$ cat config.mk
export PLATFORM = sky130hd
export DESIGN_NAME = arq_sender_with_duplicate_filter_core_flat
export DESIGN_NICKNAME = d
export VERILOG_FILES = /design/src/design/arq_sdf_pkg.sv /design/src/design/arq_sdf_if.sv /design/src/design/arq_sdf_front.sv /design/src/design/arq_sdf_opq.sv /design/src/design/arq_sdf_back.sv /design/src/design/arq_sender_with_duplicate_filter_core.sv /design/src/flat_wrapper.sv
export VERILOG_INCLUDE_DIRS = /design/src /design/src/design
export SDC_FILE = /design/constraint.sdc
export NUM_CORES = 1
export LEC_CHECK = 0
export BUFFER_PORTS_ARGS = -buffer_cell sky130_fd_sc_hd__buf_2
export CAP_MARGIN = 20
export CORE_MARGIN = 5
export CORE_UTILIZATION = 35
export DETAILED_ROUTE_END_ITERATION = 10
export PLACE_DENSITY = 0.57
export SLEW_MARGIN = 20
export SYNTH_ARGS = -nofsm -noshare
export SYNTH_HDL_FRONTEND = slang
export SYNTH_HIERARCHICAL = 1
export SYNTH_SLANG_ARGS = --single-unit
export TNS_END_PERCENT = 50
$ cat constraint.sdc
create_clock -name clk_i -period 13.65 [get_ports clk_i]
set_input_delay 1.365 -clock clk_i [delete_from_list [all_inputs] [get_ports clk_i]]
set_output_delay 1.365 -clock clk_i [all_outputs]
set_load 0.05 [all_outputs]
$ cat src/design/arq_sender_with_duplicate_filter_core_macros.svh
// ----------------------------------------------------------------------------
// ARQ sender assertion macros
// Shared shorthands for the concurrent checks of the ARQ sender core.
// ----------------------------------------------------------------------------
`ifndef ARQ_SENDER_WITH_DUPLICATE_FILTER_CORE_MACROS_SVH
`define ARQ_SENDER_WITH_DUPLICATE_FILTER_CORE_MACROS_SVH

// Same-cycle implication, disabled during reset
`define ARQ_ASSERT_NOW(lbl, clk, rst_n, ante, cons, msg) \
  lbl: assert property (@(posedge clk) disable iff (!rst_n) (ante) |-> (cons)) \
    else $error(msg);

// Next-cycle implication, disabled during reset
`define ARQ_ASSERT_NEXT(lbl, clk, rst_n, ante, cons, msg) \
  lbl: assert property (@(posedge clk) disable iff (!rst_n) (ante) |=> (cons)) \
    else $error(msg);

`endif

$ cat src/design/arq_sdf_pkg.sv
// ----------------------------------------------------------------------------
// ARQ sender package
// Types, codes and sizes shared by the ARQ sender core.
// ----------------------------------------------------------------------------
`default_nettype none

package arq_sdf_pkg;

  // Header size of a received frame, in bytes
  localparam int unsigned HEADER_BYTES = 8;
  localparam logic [7:0]  HDR_LEN      = 8'(HEADER_BYTES);

  // Queue sizes (powers of two, pointers wrap naturally)
  localparam int unsigned OPQ_DEPTH  = 2;
  localparam int unsigned OPQ_AW     = $clog2(OPQ_DEPTH);
  localparam int unsigned OPQ_CW     = OPQ_AW + 1;
  localparam int unsigned RESQ_DEPTH = 4;
  localparam int unsigned RESQ_AW    = $clog2(RESQ_DEPTH);
  localparam int unsigned RESQ_CW    = RESQ_AW + 1;

  // Configuration register indexes
  localparam logic [1:0] REG_RETRY_LIMIT   = 2'd0;
  localparam logic [1:0] REG_RETRY_BACKOFF = 2'd1;
  localparam logic [1:0] REG_SEND_TIMEOUT  = 2'd2;

  // Drop reasons
  localparam logic DROP_SHORT = 1'b0;
  localparam logic DROP_DUP   = 1'b1;

  typedef enum logic [1:0] {
    CMD_START   = 2'd0,
    CMD_TX_DONE = 2'd1,
    CMD_TICK    = 2'd2,
    CMD_RX_HDR  = 2'd3
  } cmd_e;

  typedef enum logic [2:0] {
    KIND_TX_REQ     = 3'd0,
    KIND_OUTCOME    = 3'd1,
    KIND_RX_DELIVER = 3'd2,
    KIND_RX_DROP    = 3'd3,
    KIND_BUSY       = 3'd4
  } kind_e;

  typedef enum logic [1:0] {
    OUT_OK      = 2'd0,
    OUT_TIMEOUT = 2'd1,
    OUT_RETRIES = 2'd2
  } outcome_e;

  typedef struct packed {
    logic [7:0]  retry_limit;
    logic [15:0] retry_backoff_ms;
    logic [31:0] send_timeout_ms;
  } cfg_t;

  // Classified input item
  typedef struct packed {
    cmd_e        cmd;
    logic [31:0] nonce;
    logic [7:0]  packet_id;
    logic        status_ok;
    logic        too_short;
    logic [7:0]  payload_length;
  } op_t;

  // One result beat
  typedef struct packed {
    kind_e       kind;
    logic [31:0] out_nonce;
    logic [7:0]  out_packet_id;
    outcome_e    outcome;
    logic [7:0]  payload_length;
    logic        drop_reason;
    logic        last;
  } res_t;

  function automatic res_t make_res(kind_e k, logic [31:0] nonce, logic [7:0] pid,
                                    outcome_e oc, logic [7:0] plen, logic drop);
    res_t r;
    r.kind           = k;
    r.out_nonce      = nonce;
    r.out_packet_id  = pid;
    r.outcome        = oc;
    r.payload_length = plen;
    r.drop_reason    = drop;
    r.last           = 1'b0;
    return r;
  endfunction

endpackage

`default_nettype wire

$ cat src/design/arq_sdf_if.sv
// ----------------------------------------------------------------------------
// ARQ sender channel interfaces
// Valid/ready channels for input items and result beats.
// ----------------------------------------------------------------------------
`default_nettype none

interface arq_sdf_in_if;
  logic        valid;
  logic        ready;
  logic [1:0]  cmd;
  logic [31:0] nonce;
  logic [7:0]  packet_id;
  logic [7:0]  send_status;
  logic [7:0]  frame_length;

  modport source (output valid, cmd, nonce, packet_id, send_status, frame_length,
                  input ready);
  modport sink   (input valid, cmd, nonce, packet_id, send_status, frame_length,
                  output ready);
endinterface

interface arq_sdf_out_if;
  logic        valid;
  logic        ready;
  logic [2:0]  kind;
  logic [31:0] out_nonce;
  logic [7:0]  out_packet_id;
  logic [1:0]  outcome;
  logic [7:0]  payload_length;
  logic        drop_reason;
  logic        last;

  modport source (output valid, kind, out_nonce, out_packet_id, outcome,
                  payload_length, drop_reason, last, input ready);
  modport sink   (input valid, kind, out_nonce, out_packet_id, outcome,
                  payload_length, drop_reason, last, output ready);
endinterface

`default_nettype wire

$ cat src/design/arq_sdf_front.sv
// ----------------------------------------------------------------------------
// ARQ sender front end
// Accepts input beats and classifies them into operation records.
// ----------------------------------------------------------------------------
`default_nettype none

module arq_sdf_front (
  arq_sdf_in_if.sink         in_i,
  output logic               op_valid_o,
  output arq_sdf_pkg::op_t   op_o,
  input  logic               op_ready_i
);
  import arq_sdf_pkg::*;

  // Handshake follows the queue space
  assign in_i.ready = op_ready_i;
  assign op_valid_o = in_i.valid;

  // Classification: status check, header length check, payload size
  always_comb begin
    op_o.cmd            = cmd_e'(in_i.cmd);
    op_o.nonce          = in_i.nonce;
    op_o.packet_id      = in_i.packet_id;
    op_o.status_ok      = (in_i.send_status == 8'd0);
    op_o.too_short      = (in_i.frame_length < HDR_LEN);
    op_o.payload_length = in_i.frame_length - HDR_LEN;
  end

endmodule

`default_nettype wire

$ cat src/design/arq_sdf_opq.sv
// ----------------------------------------------------------------------------
// ARQ sender operation queue
// Short FIFO that decouples the front end from the execution back end.
// ----------------------------------------------------------------------------
`default_nettype none

module arq_sdf_opq (
  input  logic             clk_i,
  input  logic             rst_ni,
  input  logic             push_valid_i,
  input  arq_sdf_pkg::op_t push_op_i,
  output logic             push_ready_o,
  output logic             pop_valid_o,
  output arq_sdf_pkg::op_t pop_op_o,
  input  logic             pop_ready_i
);
  import arq_sdf_pkg::*;

  op_t                 mem_q [OPQ_DEPTH];
  logic [OPQ_AW-1:0]   wr_ptr_q, wr_ptr_d;
  logic [OPQ_AW-1:0]   rd_ptr_q, rd_ptr_d;
  logic [OPQ_CW-1:0]   cnt_q, cnt_d;
  logic                push, pop;

  assign push_ready_o = (cnt_q != OPQ_CW'(OPQ_DEPTH));
  assign pop_valid_o  = (cnt_q != '0);
  assign pop_op_o     = mem_q[rd_ptr_q];
  assign push         = push_valid_i && push_ready_o;
  assign pop          = pop_valid_o && pop_ready_i;

  // Pointer and fill updates
  always_comb begin
    wr_ptr_d = push ? wr_ptr_q + OPQ_AW'(1) : wr_ptr_q;
    rd_ptr_d = pop ? rd_ptr_q + OPQ_AW'(1) : rd_ptr_q;
    cnt_d    = cnt_q + OPQ_CW'(push) - OPQ_CW'(pop);
  end

  always_ff @(posedge clk_i or negedge rst_ni) begin
    if (!rst_ni) begin
      wr_ptr_q <= '0;
      rd_ptr_q <= '0;
      cnt_q    <= '0;
    end else begin
      wr_ptr_q <= wr_ptr_d;
      rd_ptr_q <= rd_ptr_d;
      cnt_q    <= cnt_d;
    end
  end

  // Storage
  always_ff @(posedge clk_i) begin
    if (push) begin
      mem_q[wr_ptr_q] <= push_op_i;
    end
  end

endmodule

`default_nettype wire

$ cat src/design/arq_sdf_back.sv
// ----------------------------------------------------------------------------
// ARQ sender back end
// Runs the stop-and-wait sender and the receive duplicate filter, and
// buffers up to two result beats per operation in a small result queue.
// ----------------------------------------------------------------------------
`default_nettype none

module arq_sdf_back (
  input  logic             clk_i,
  input  logic             rst_ni,
  input  arq_sdf_pkg::cfg_t cfg_i,
  input  logic             op_valid_i,
  input  arq_sdf_pkg::op_t op_i,
  output logic             op_ready_o,
  arq_sdf_out_if.source    out_o
);
  import arq_sdf_pkg::*;

  localparam logic [1:0] PH_IDLE    = 2'd0;
  localparam logic [1:0] PH_WAIT    = 2'd1;
  localparam logic [1:0] PH_BACKOFF = 2'd2;

  // Sender and filter state
  logic [1:0]  phase_q, phase_d;
  logic [31:0] elapsed_q, elapsed_d;
  logic [7:0]  retry_q, retry_d;
  logic [15:0] backoff_q, backoff_d;
  logic [31:0] tx_nonce_q, tx_nonce_d;
  logic [7:0]  tx_pid_q, tx_pid_d;
  logic [31:0] last_rx_q, last_rx_d;

  // Result queue
  res_t                res_mem_q [RESQ_DEPTH];
  logic [RESQ_AW-1:0]  wr_ptr_q, rd_ptr_q;
  logic [RESQ_CW-1:0]  cnt_q;

  logic        op_fire, out_pop;
  logic [1:0]  n_res;
  res_t        res0, res1, res0_f, res1_f;
  logic [31:0] elapsed_inc;
  logic [7:0]  retry_inc;
  logic [15:0] backoff_dec;

  // Room for two beats before an operation is taken
  assign op_ready_o = (cnt_q <= RESQ_CW'(RESQ_DEPTH - 2));
  assign op_fire    = op_valid_i && op_ready_o;

  // Saturating counter steps
  assign elapsed_inc = (elapsed_q != '1) ? elapsed_q + 32'd1 : elapsed_q;
  assign retry_inc   = (retry_q != '1) ? retry_q + 8'd1 : retry_q;
  assign backoff_dec = (backoff_q != '0) ? backoff_q - 16'd1 : backoff_q;

  // Operation execution
  always_comb begin
    phase_d    = phase_q;
    elapsed_d  = elapsed_q;
    retry_d    = retry_q;
    backoff_d  = backoff_q;
    tx_nonce_d = tx_nonce_q;
    tx_pid_d   = tx_pid_q;
    last_rx_d  = last_rx_q;
    n_res      = 2'd0;
    res0       = '0;
    res1       = '0;
    if (op_fire) begin
      unique case (op_i.cmd)
        CMD_START: begin
          if (phase_q != PH_IDLE) begin
            res0  = make_res(KIND_BUSY, 32'd0, 8'd0, OUT_OK, 8'd0, DROP_SHORT);
            n_res = 2'd1;
          end else begin
            tx_nonce_d = op_i.nonce;
            tx_pid_d   = op_i.packet_id;
            elapsed_d  = '0;
            retry_d    = '0;
            backoff_d  = '0;
            phase_d    = PH_WAIT;
            res0  = make_res(KIND_TX_REQ, op_i.nonce, op_i.packet_id, OUT_OK, 8'd0,
                             DROP_SHORT);
            n_res = 2'd1;
            if (cfg_i.retry_limit == 8'd0) begin
              phase_d = PH_IDLE;
              res1  = make_res(KIND_OUTCOME, 32'd0, 8'd0, OUT_RETRIES, 8'd0, DROP_SHORT);
              n_res = 2'd2;
            end
          end
        end
        CMD_TX_DONE: begin
          if (phase_q == PH_WAIT) begin
            if (op_i.status_ok) begin
              phase_d = PH_IDLE;
              res0  = make_res(KIND_OUTCOME, 32'd0, 8'd0, OUT_OK, 8'd0, DROP_SHORT);
              n_res = 2'd1;
            end else begin
              retry_d = retry_inc;
              if (retry_inc >= cfg_i.retry_limit) begin
                phase_d = PH_IDLE;
                res0  = make_res(KIND_OUTCOME, 32'd0, 8'd0, OUT_RETRIES, 8'd0,
                                 DROP_SHORT);
                n_res = 2'd1;
              end else if (cfg_i.retry_backoff_ms == 16'd0) begin
                res0  = make_res(KIND_TX_REQ, tx_nonce_q, tx_pid_q, OUT_OK, 8'd0,
                                 DROP_SHORT);
                n_res = 2'd1;
              end else begin
                backoff_d = cfg_i.retry_backoff_ms;
                phase_d   = PH_BACKOFF;
              end
            end
          end
        end
        CMD_TICK: begin
          if (phase_q != PH_IDLE) begin
            elapsed_d = elapsed_inc;
            if (elapsed_inc > cfg_i.send_timeout_ms) begin
              phase_d = PH_IDLE;
              res0  = make_res(KIND_OUTCOME, 32'd0, 8'd0, OUT_TIMEOUT, 8'd0, DROP_SHORT);
              n_res = 2'd1;
            end else if (phase_q == PH_BACKOFF) begin
              backoff_d = backoff_dec;
              if (backoff_dec == 16'd0) begin
                phase_d = PH_WAIT;
                res0  = make_res(KIND_TX_REQ, tx_nonce_q, tx_pid_q, OUT_OK, 8'd0,
                                 DROP_SHORT);
                n_res = 2'd1;
              end
            end
          end
        end
        CMD_RX_HDR: begin
          n_res = 2'd1;
          if (op_i.too_short) begin
            res0 = make_res(KIND_RX_DROP, 32'd0, 8'd0, OUT_OK, 8'd0, DROP_SHORT);
          end else if (op_i.nonce == last_rx_q) begin
            res0 = make_res(KIND_RX_DROP, 32'd0, 8'd0, OUT_OK, 8'd0, DROP_DUP);
          end else begin
            last_rx_d = op_i.nonce;
            res0 = make_res(KIND_RX_DELIVER, op_i.nonce, op_i.packet_id, OUT_OK,
                            op_i.payload_length, DROP_SHORT);
          end
        end
        default: ;
      endcase
    end
  end

  // Mark the final beat of the operation
  always_comb begin
    res0_f      = res0;
    res1_f      = res1;
    res0_f.last = (n_res == 2'd1);
    res1_f.last = 1'b1;
  end

  always_ff @(posedge clk_i or negedge rst_ni) begin
    if (!rst_ni) begin
      phase_q    <= PH_IDLE;
      elapsed_q  <= '0;
      retry_q    <= '0;
      backoff_q  <= '0;
      tx_nonce_q <= '0;
      tx_pid_q   <= '0;
      last_rx_q  <= '0;
    end else begin
      phase_q    <= phase_d;
      elapsed_q  <= elapsed_d;
      retry_q    <= retry_d;
      backoff_q  <= backoff_d;
      tx_nonce_q <= tx_nonce_d;
      tx_pid_q   <= tx_pid_d;
      last_rx_q  <= last_rx_d;
    end
  end

  // Result queue control
  assign out_pop = out_o.valid && out_o.ready;

  always_ff @(posedge clk_i or negedge rst_ni) begin
    if (!rst_ni) begin
      wr_ptr_q <= '0;
      rd_ptr_q <= '0;
      cnt_q    <= '0;
    end else begin
      wr_ptr_q <= wr_ptr_q + RESQ_AW'(n_res);
      rd_ptr_q <= rd_ptr_q + RESQ_AW'(out_pop);
      cnt_q    <= cnt_q + RESQ_CW'(n_res) - RESQ_CW'(out_pop);
    end
  end

  // Result storage
  always_ff @(posedge clk_i) begin
    if (n_res != 2'd0) begin
      res_mem_q[wr_ptr_q] <= res0_f;
    end
    if (n_res == 2'd2) begin
      res_mem_q[wr_ptr_q + RESQ_AW'(1)] <= res1_f;
    end
  end

  // Output beat from the queue head
  always_comb begin
    out_o.valid          = (cnt_q != '0);
    out_o.kind           = res_mem_q[rd_ptr_q].kind;
    out_o.out_nonce      = res_mem_q[rd_ptr_q].out_nonce;
    out_o.out_packet_id  = res_mem_q[rd_ptr_q].out_packet_id;
    out_o.outcome        = res_mem_q[rd_ptr_q].outcome;
    out_o.payload_length = res_mem_q[rd_ptr_q].payload_length;
    out_o.drop_reason    = res_mem_q[rd_ptr_q].drop_reason;
    out_o.last           = res_mem_q[rd_ptr_q].last;
  end

endmodule

`default_nettype wire

$ cat src/design/arq_sender_with_duplicate_filter_core.sv
// ----------------------------------------------------------------------------
// ARQ sender with duplicate filter
// Stop-and-wait retransmission controller plus receive duplicate filter.
// ----------------------------------------------------------------------------
// Usage:
//   in_i carries one event per beat: start send, transmit done, millisecond
//   tick or received header. out_o returns result beats (transmit requests,
//   send outcomes, rx delivered/dropped, busy rejections); the last flag marks
//   the final beat caused by one input beat, which gives zero, one or two.
//   The cfg_* port writes retry_limit, retry_backoff_ms and send_timeout_ms;
//   the user must do so only while the block is idle, which it does not enforce.
// Flow:
//   An accepted input beat goes into the operation queue; the back end
//   executes it from the queue head and puts its result beats into the
//   result queue, whose head drives out_o. With out_o ready, one input beat
//   per cycle is sustained; the single output port paces two-beat items.
// Reset and stalls:
//   Reset returns the sender to idle, clears all counters and the last
//   accepted nonce, and restores the register defaults. When out_o stalls,
//   a four-beat result queue and a two-entry operation queue absorb items
//   until in_i.ready drops.
// ----------------------------------------------------------------------------
`default_nettype none

`include "arq_sender_with_duplicate_filter_core_macros.svh"

module arq_sender_with_duplicate_filter_core (
  input  logic          clk_i,
  input  logic          rst_ni,
  input  logic          cfg_we_i,
  input  logic [1:0]    cfg_idx_i,
  input  logic [31:0]   cfg_wdata_i,
  arq_sdf_in_if.sink    in_i,
  arq_sdf_out_if.source out_o
);
  import arq_sdf_pkg::*;

  cfg_t cfg_q;
  logic op_f_valid, op_f_ready;
  op_t  op_f;
  logic op_b_valid, op_b_ready;
  op_t  op_b;

  // Configuration registers
  always_ff @(posedge clk_i or negedge rst_ni) begin
    if (!rst_ni) begin
      cfg_q.retry_limit      <= 8'd3;
      cfg_q.retry_backoff_ms <= 16'd10;
      cfg_q.send_timeout_ms  <= 32'd1000;
    end else if (cfg_we_i) begin
      unique case (cfg_idx_i)
        REG_RETRY_LIMIT:   cfg_q.retry_limit      <= cfg_wdata_i[7:0];
        REG_RETRY_BACKOFF: cfg_q.retry_backoff_ms <= cfg_wdata_i[15:0];
        REG_SEND_TIMEOUT:  cfg_q.send_timeout_ms  <= cfg_wdata_i;
        default: ;
      endcase
    end
  end

  // Front end: accept and classify
  arq_sdf_front u_front (
    .in_i       (in_i),
    .op_valid_o (op_f_valid),
    .op_o       (op_f),
    .op_ready_i (op_f_ready)
  );

  // Operation queue
  arq_sdf_opq u_opq (
    .clk_i        (clk_i),
    .rst_ni       (rst_ni),
    .push_valid_i (op_f_valid),
    .push_op_i    (op_f),
    .push_ready_o (op_f_ready),
    .pop_valid_o  (op_b_valid),
    .pop_op_o     (op_b),
    .pop_ready_i  (op_b_ready)
  );

  // Back end: execute and emit results
  arq_sdf_back u_back (
    .clk_i      (clk_i),
    .rst_ni     (rst_ni),
    .cfg_i      (cfg_q),
    .op_valid_i (op_b_valid),
    .op_i       (op_b),
    .op_ready_o (op_b_ready),
    .out_o      (out_o)
  );

  // Checks
  `ARQ_ASSERT_NEXT(a_accept_queued, clk_i, rst_ni, in_i.valid && in_i.ready, op_b_valid, "accepted beat not queued")
  `ARQ_ASSERT_NOW(a_single_last, clk_i, rst_ni, out_o.valid && (out_o.kind == KIND_BUSY || out_o.kind == KIND_RX_DROP || out_o.kind == KIND_RX_DELIVER || out_o.kind == KIND_OUTCOME), out_o.last, "final-only beat without last")
  `ARQ_ASSERT_NOW(a_outcome_kind, clk_i, rst_ni, out_o.valid && out_o.kind != KIND_OUTCOME, out_o.outcome == OUT_OK, "outcome set on non-outcome beat")

endmodule

`default_nettype wire

$ cat src/flat_wrapper.sv
// flat-port wrapper written by rule: the top's interface ports become plain ports
module arq_sender_with_duplicate_filter_core_flat import arq_sdf_pkg::*;
  (clk_i, rst_ni, cfg_we_i, cfg_idx_i, cfg_wdata_i, in_i_valid, in_i_cmd, in_i_nonce, in_i_packet_id, in_i_send_status, in_i_frame_length, in_i_ready, out_o_valid, out_o_kind, out_o_out_nonce, out_o_out_packet_id, out_o_outcome, out_o_payload_length, out_o_drop_reason, out_o_last, out_o_ready);
  arq_sdf_in_if in_i_i ();
  arq_sdf_out_if out_o_i ();
  input  logic clk_i;
  input  logic rst_ni;
  input  logic cfg_we_i;
  input  logic [1:0] cfg_idx_i;
  input  logic [31:0] cfg_wdata_i;
  input wire logic [$bits(in_i_i.valid)-1:0] in_i_valid;
  input wire logic [$bits(in_i_i.cmd)-1:0] in_i_cmd;
  input wire logic [$bits(in_i_i.nonce)-1:0] in_i_nonce;
  input wire logic [$bits(in_i_i.packet_id)-1:0] in_i_packet_id;
  input wire logic [$bits(in_i_i.send_status)-1:0] in_i_send_status;
  input wire logic [$bits(in_i_i.frame_length)-1:0] in_i_frame_length;
  output wire logic [$bits(in_i_i.ready)-1:0] in_i_ready;
  output wire logic [$bits(out_o_i.valid)-1:0] out_o_valid;
  output wire logic [$bits(out_o_i.kind)-1:0] out_o_kind;
  output wire logic [$bits(out_o_i.out_nonce)-1:0] out_o_out_nonce;
  output wire logic [$bits(out_o_i.out_packet_id)-1:0] out_o_out_packet_id;
  output wire logic [$bits(out_o_i.outcome)-1:0] out_o_outcome;
  output wire logic [$bits(out_o_i.payload_length)-1:0] out_o_payload_length;
  output wire logic [$bits(out_o_i.drop_reason)-1:0] out_o_drop_reason;
  output wire logic [$bits(out_o_i.last)-1:0] out_o_last;
  input wire logic [$bits(out_o_i.ready)-1:0] out_o_ready;
  assign in_i_i.valid = in_i_valid;
  assign in_i_i.cmd = in_i_cmd;
  assign in_i_i.nonce = in_i_nonce;
  assign in_i_i.packet_id = in_i_packet_id;
  assign in_i_i.send_status = in_i_send_status;
  assign in_i_i.frame_length = in_i_frame_length;
  assign in_i_ready = in_i_i.ready;
  assign out_o_valid = out_o_i.valid;
  assign out_o_kind = out_o_i.kind;
  assign out_o_out_nonce = out_o_i.out_nonce;
  assign out_o_out_packet_id = out_o_i.out_packet_id;
  assign out_o_outcome = out_o_i.outcome;
  assign out_o_payload_length = out_o_i.payload_length;
  assign out_o_drop_reason = out_o_i.drop_reason;
  assign out_o_last = out_o_i.last;
  assign out_o_i.ready = out_o_ready;
  arq_sender_with_duplicate_filter_core u_core (.clk_i(clk_i), .rst_ni(rst_ni), .cfg_we_i(cfg_we_i), .cfg_idx_i(cfg_idx_i), .cfg_wdata_i(cfg_wdata_i), .in_i(in_i_i), .out_o(out_o_i));
endmodule
==> results.tsv <==
stage	metric	value	unit
outcome	outcome	complete, no violations	
power_and_ir_drop	seq_power_share	0.366	
setup_path	worst-path-max-fanout	32	
logic_synthesis	synthFlopType	dfxtp_1	
logic_synthesis	synth_xor_area_frac	0.0277	
setup_path	cp_top_family	simple AND/OR/NAND/NOR gates	
timing	fmax	0.160	GHz
layout	fillers	6956	
logic_synthesis	ys_ff_latch	521	
layout	multiInputGateArea	0.0120	mm2
hold_path	hp-class	flop to flop	
clock_tree	postCtsHoldBufs	0	
placement	port_buffers	153	
logic_synthesis	synthDistinctLibCells	79	
logic_synthesis	synth_compound_area_frac	0.0978	
logic_synthesis	synth_area_per_cell	11.3	um2
layout	nets	2493	
logic_synthesis	synthSimpleGateAreaFrac	0.0999	
power_and_ir_drop	p_switching	2.38	mW
detailed_routing	dr.pass1.iters	5	
global_route	grt_use_total	0.170	
setup_path	arrival	6.55	ns
clock_tree	cts.clk_slew.worst_paths	0.06	ns
layout	drive_gt1_frac	0.241	
global_route	antenna_found_initial	14	
die	dieArea	0.0796	mm2
power_and_ir_drop	clockPowerShare	0.261	
setup_path	critPathMaxStageDelay	0.66	ns
power_and_ir_drop	p_per_area	215	mW/mm2
clock_tree	clock_path_buffers	3	
detailed_routing	route.detailed.drc	0	
timing	final-setup-viol-count	0	
setup_path	required	13.95	ns
die	fp.dieW	282	um
die	io-pin-count	154	
clock_tree	numCtsBuffers	58	
global_route	grt_pass1_vias	18472	
setup_path	cp_slowest_cell	or4_1	
layout	seq_area	0.0126	mm2
setup_path	endpoint_kind	flop	
timing	worst_slack	7.40	ns
clock_tree	htreeDepth	2	
detailed_routing	postRouteAntennaNets	0	
power_and_ir_drop	power.total	6.27	mW
setup_path	setup.worst_path.start_class	flop	
power_and_ir_drop	ir_worst_vdd	115	uV
power_and_ir_drop	swShare	0.380	
clock_tree	clockRootBuffer	clkbuf_16	
timing	tightest_slew	1.08	ns
timing	clock-skew-final	0.0778	ns
timing	final.period_utilization	0.458	
die	start_util	0.354	
placement	dp_hpwl	45200	um
timing	rsz0062_at_grt	false	
logic_synthesis	synth_top_family_by_area	multiplexers	
timing	fin_tns_setup	0	ns
logic_synthesis	yosysWarnings	6	
flow_run	cap_violations	0	
clock_tree	cts_tree	done	
clock_tree	clkSinkCount	521	
detailed_routing	drtIter0Drc	1232	
timing	finalHoldViolCount	0	
setup_path	crit_top_cell	nand4_1	
setup_path	critPathBufInv	2	
global_route	grt_max_degree	91	
timing	final.min_clock_period	6.25	ns
placement	place_congestion	0.855	
logic_synthesis	ys_seq_area_frac	0.484	
die	core	0.0732	mm2
global_route	grt_pass1_wl	108000	um
timing	drv_slew	0	
logic_synthesis	netlist_instances	2287	
logic_synthesis	async_reset_ff_frac	0.378	
layout	syn_to_final_growth	12.4	%
logic_synthesis	synth_mux_area_frac	0.209	
setup_path	critPathKind	flop to flop	
detailed_routing	wl_per_cell	20.6	um
die	rows	99	
detailed_routing	vias	18075	
logic_synthesis	syn_area	0.0259	mm2
logic_synthesis	synthesis.nets	2440	
power_and_ir_drop	p_leak	13.1	nW
setup_path	worstPathCellList	nand4_1 -> nor3_1 -> nand4_1 -> o211a_1 -> nand4_1 -> nor2_1 -> xnor2_1 -> ha_1 -> nand4_1 -> or4_1 -> nor2_1 -> o22ai_1 -> nor2_1 -> o211ai_2 -> nand4b_1 -> buf_4 -> buf_4 -> nand2_1	
timing	relSlewSlack	0.278	
detailed_routing	viasPerCell	5.39	
placement	post-place-ws	7.56	ns
detailed_routing	postRouteWirelength	69300	um
die	die_y	282	um
global_route	grt_overflow	0	
logic_synthesis	synth_edf_count	112	
clock_tree	cts_resized	0	
logic_synthesis	synth-adder-area-share	0.0273	
clock_tree	clkLatencyLatePin	0.66	ns
power_and_ir_drop	intPower	3.89	mW
clock_tree	post_cts_buffers	0	
power_and_ir_drop	power_frac_comb	0.373	
## power by group through the flow
| stage | Combinational, mW | Sequential [mW] | Clock (mW) |
|---|---|---|---|
| 2_1_floorplan | 1.87 | 2.18 | 0 |
| 3_3_place_gp | 2.29 | 2.30 | 0 |
| 3_5_place_dp | 2.34 | 2.32 | 0 |
| 4_1_cts | 2.35 | 2.29 | 1.68 |
| 5_1_grt | 2.55 | 2.34 | 1.74 |
| 6_report | 2.34 | 2.29 | 1.64 |
## layer usage
| metal | wire length (um) | up-vias | global-route usage |
|---|---|---|---|
| met1 | 31500 | 9136 | 0.233 |
| met2 | 32600 | 460 | 0.280 |
| met4 | 1310 | 14 | 0.0398 |
| met3 | 3790 | 112 | 0.0330 |
| li1 | - | 8353 | - |
| met5 | 109 | - | 0 |
## worst register-to-register path, delay by kind of cell (launching register included)
kind	cells	cell delay (ns)
and+or+nand+nor	11	3.18
buffers and inverters	2	1.06
AOI/OAI and AO/OA	3	0.75
DFF	1	0.46
adders and majority gates	1	0.31
xor gates and xnor gates	1	0.16
## sequential cells by signal, indices dropped and copies added (netlist names), 2 cells and up
name	flops
u_core/u_back/res_mem_q	220
u_core/u_back/backoff_q	16
u_core/u_opq/mem_q	104
u_core/cfg_q	56
u_core/u_opq/cnt_q	2
u_core/u_back/wr_ptr_q	2
u_core/u_back/rd_ptr_q	2
u_core/u_back/retry_q	8
u_core/u_back/elapsed_q	32
u_core/u_back/last_rx_q	32
u_core/u_back/cnt_q	3
u_core/u_back/tx_pid_q	8
u_core/u_back/tx_nonce_q	32
u_core/u_back/phase_q	2
## area by class of cell
type,count,area share
repair buffers,181,0.0338
clock buffers,84,0.0606
clock inverters,26,0.0105
multi-input cells,1514,0.414
diodes,6,0.000516
flip-flops and latches,521,0.431
inverters,64,0.00825
well taps,959,0.0412
## logic make-up (layout without fill, tap and decap cells)
| kind of cell | count (synthesis) | after routing |
|---|---|---|
| adder cells (fa/ha/maj) | 56 | 56 |
| AO/OA/AOI/OAI | 366 | 366 |
| XOR/XNOR | 82 | 82 |
| flip-flops | 521 | 521 |
| AND/OR/NAND/NOR | 560 | 560 |
| buffers and inverters | 252 | 355 |
| multiplexers | 450 | 450 |
| other | 0 | 6 |
## metrics by stage
stage          area (um2)  utilization  cells  hold slack [ns]
4_1_cts             29100        0.397   3349            0.460
6_report            29100        0.398   3355            0.459
3_5_place_dp        27000        0.369   3239            0.450
3_3_place_gp        27000        0.369   3239            0.442
5_1_grt             29100        0.397   3349            0.475
2_1_floorplan       25900            -   2287            0.435
## placed cells by master, fill, tap and decap left out, types with 16 or more instances in the layout
| master | Yosys | final |
|---|---|---|
| nand2_1 | 334 | 333 |
| dfxtp_1 | 212 | 212 |
| mux2i_1 | 211 | 211 |
| mux2_2 | 184 | 184 |
| dfrtp_1 | 187 | 184 |
| buf_2 | 7 | 152 |
| edfxtp_1 | 112 | 112 |
| a21oi_1 | 77 | 77 |
| inv_1 | 64 | 64 |
| clkbuf_16 | 0 | 60 |
| nor2_1 | 60 | 56 |
| mux4_2 | 55 | 55 |
| ha_1 | 55 | 54 |
| o21ai_0 | 54 | 53 |
| xor2_1 | 50 | 50 |
| a211o_1 | 45 | 45 |
| o211ai_1 | 43 | 43 |
| a21o_1 | 43 | 43 |
| xnor2_1 | 32 | 32 |
| buf_4 | 50 | 28 |
| nand4_1 | 28 | 28 |
| nor3_1 | 22 | 22 |
| a22o_1 | 22 | 22 |
| clkbuf_8 | 3 | 18 |
| nand3_1 | 20 | 16 |
## path summary, 6_finish.rpt
path	startpoint	to	slack [ns]	depth (start not counted)
hold reg to reg	u_core/u_back/res_mem_q[0][23]	u_core/u_back/res_mem_q[0][23]	0.46	2
max in group asynchronous	rst_ni	u_core/u_back/last_rx_q[5]	11.49	2
setup reg to reg	u_core/u_back/elapsed_q[12]	u_core/u_back/res_mem_q[2][52]	7.40	18
min in group asynchronous	rst_ni	u_core/cfg_q[17]	0.76	1
hold / removal	u_core/u_back/res_mem_q[0][23]	u_core/u_back/res_mem_q[0][23]	0.46	2
setup / recovery	u_core/u_back/elapsed_q[12]	u_core/u_back/res_mem_q[2][52]	7.40	18
## cell usage after synthesis (all sizes together) (7+ instances only)
master / n / area (um2)
buf: 98 / 782
nand4: 28 / 175
dfstp: 10 / 263
a22o: 22 / 193
nor2b: 8 / 50.1
a211o: 45 / 394
ha: 55 / 688
or2: 7 / 43.8
clkbuf: 90 / 368
o31ai: 13 / 97.6
mux2i: 211 / 2110
nand2: 335 / 1260
xnor2: 32 / 280
dfxtp: 212 / 4240
o2bb2ai: 7 / 61.3
o211ai: 44 / 335
dfrtp: 187 / 4680
mux2: 184 / 2070
inv: 64 / 240
xor2: 50 / 438
a21o: 43 / 323
or3: 8 / 50.1
mux4: 55 / 1240
nand2b: 9 / 56.3
nor2: 60 / 225
nor3: 23 / 120
nand3: 21 / 110
a21oi: 77 / 385
edfxtp: 112 / 3360
or4: 7 / 52.6
o21ai: 64 / 320
and3: 14 / 87.6
nor4: 16 / 136
Power figures use the tool's default switching activity.
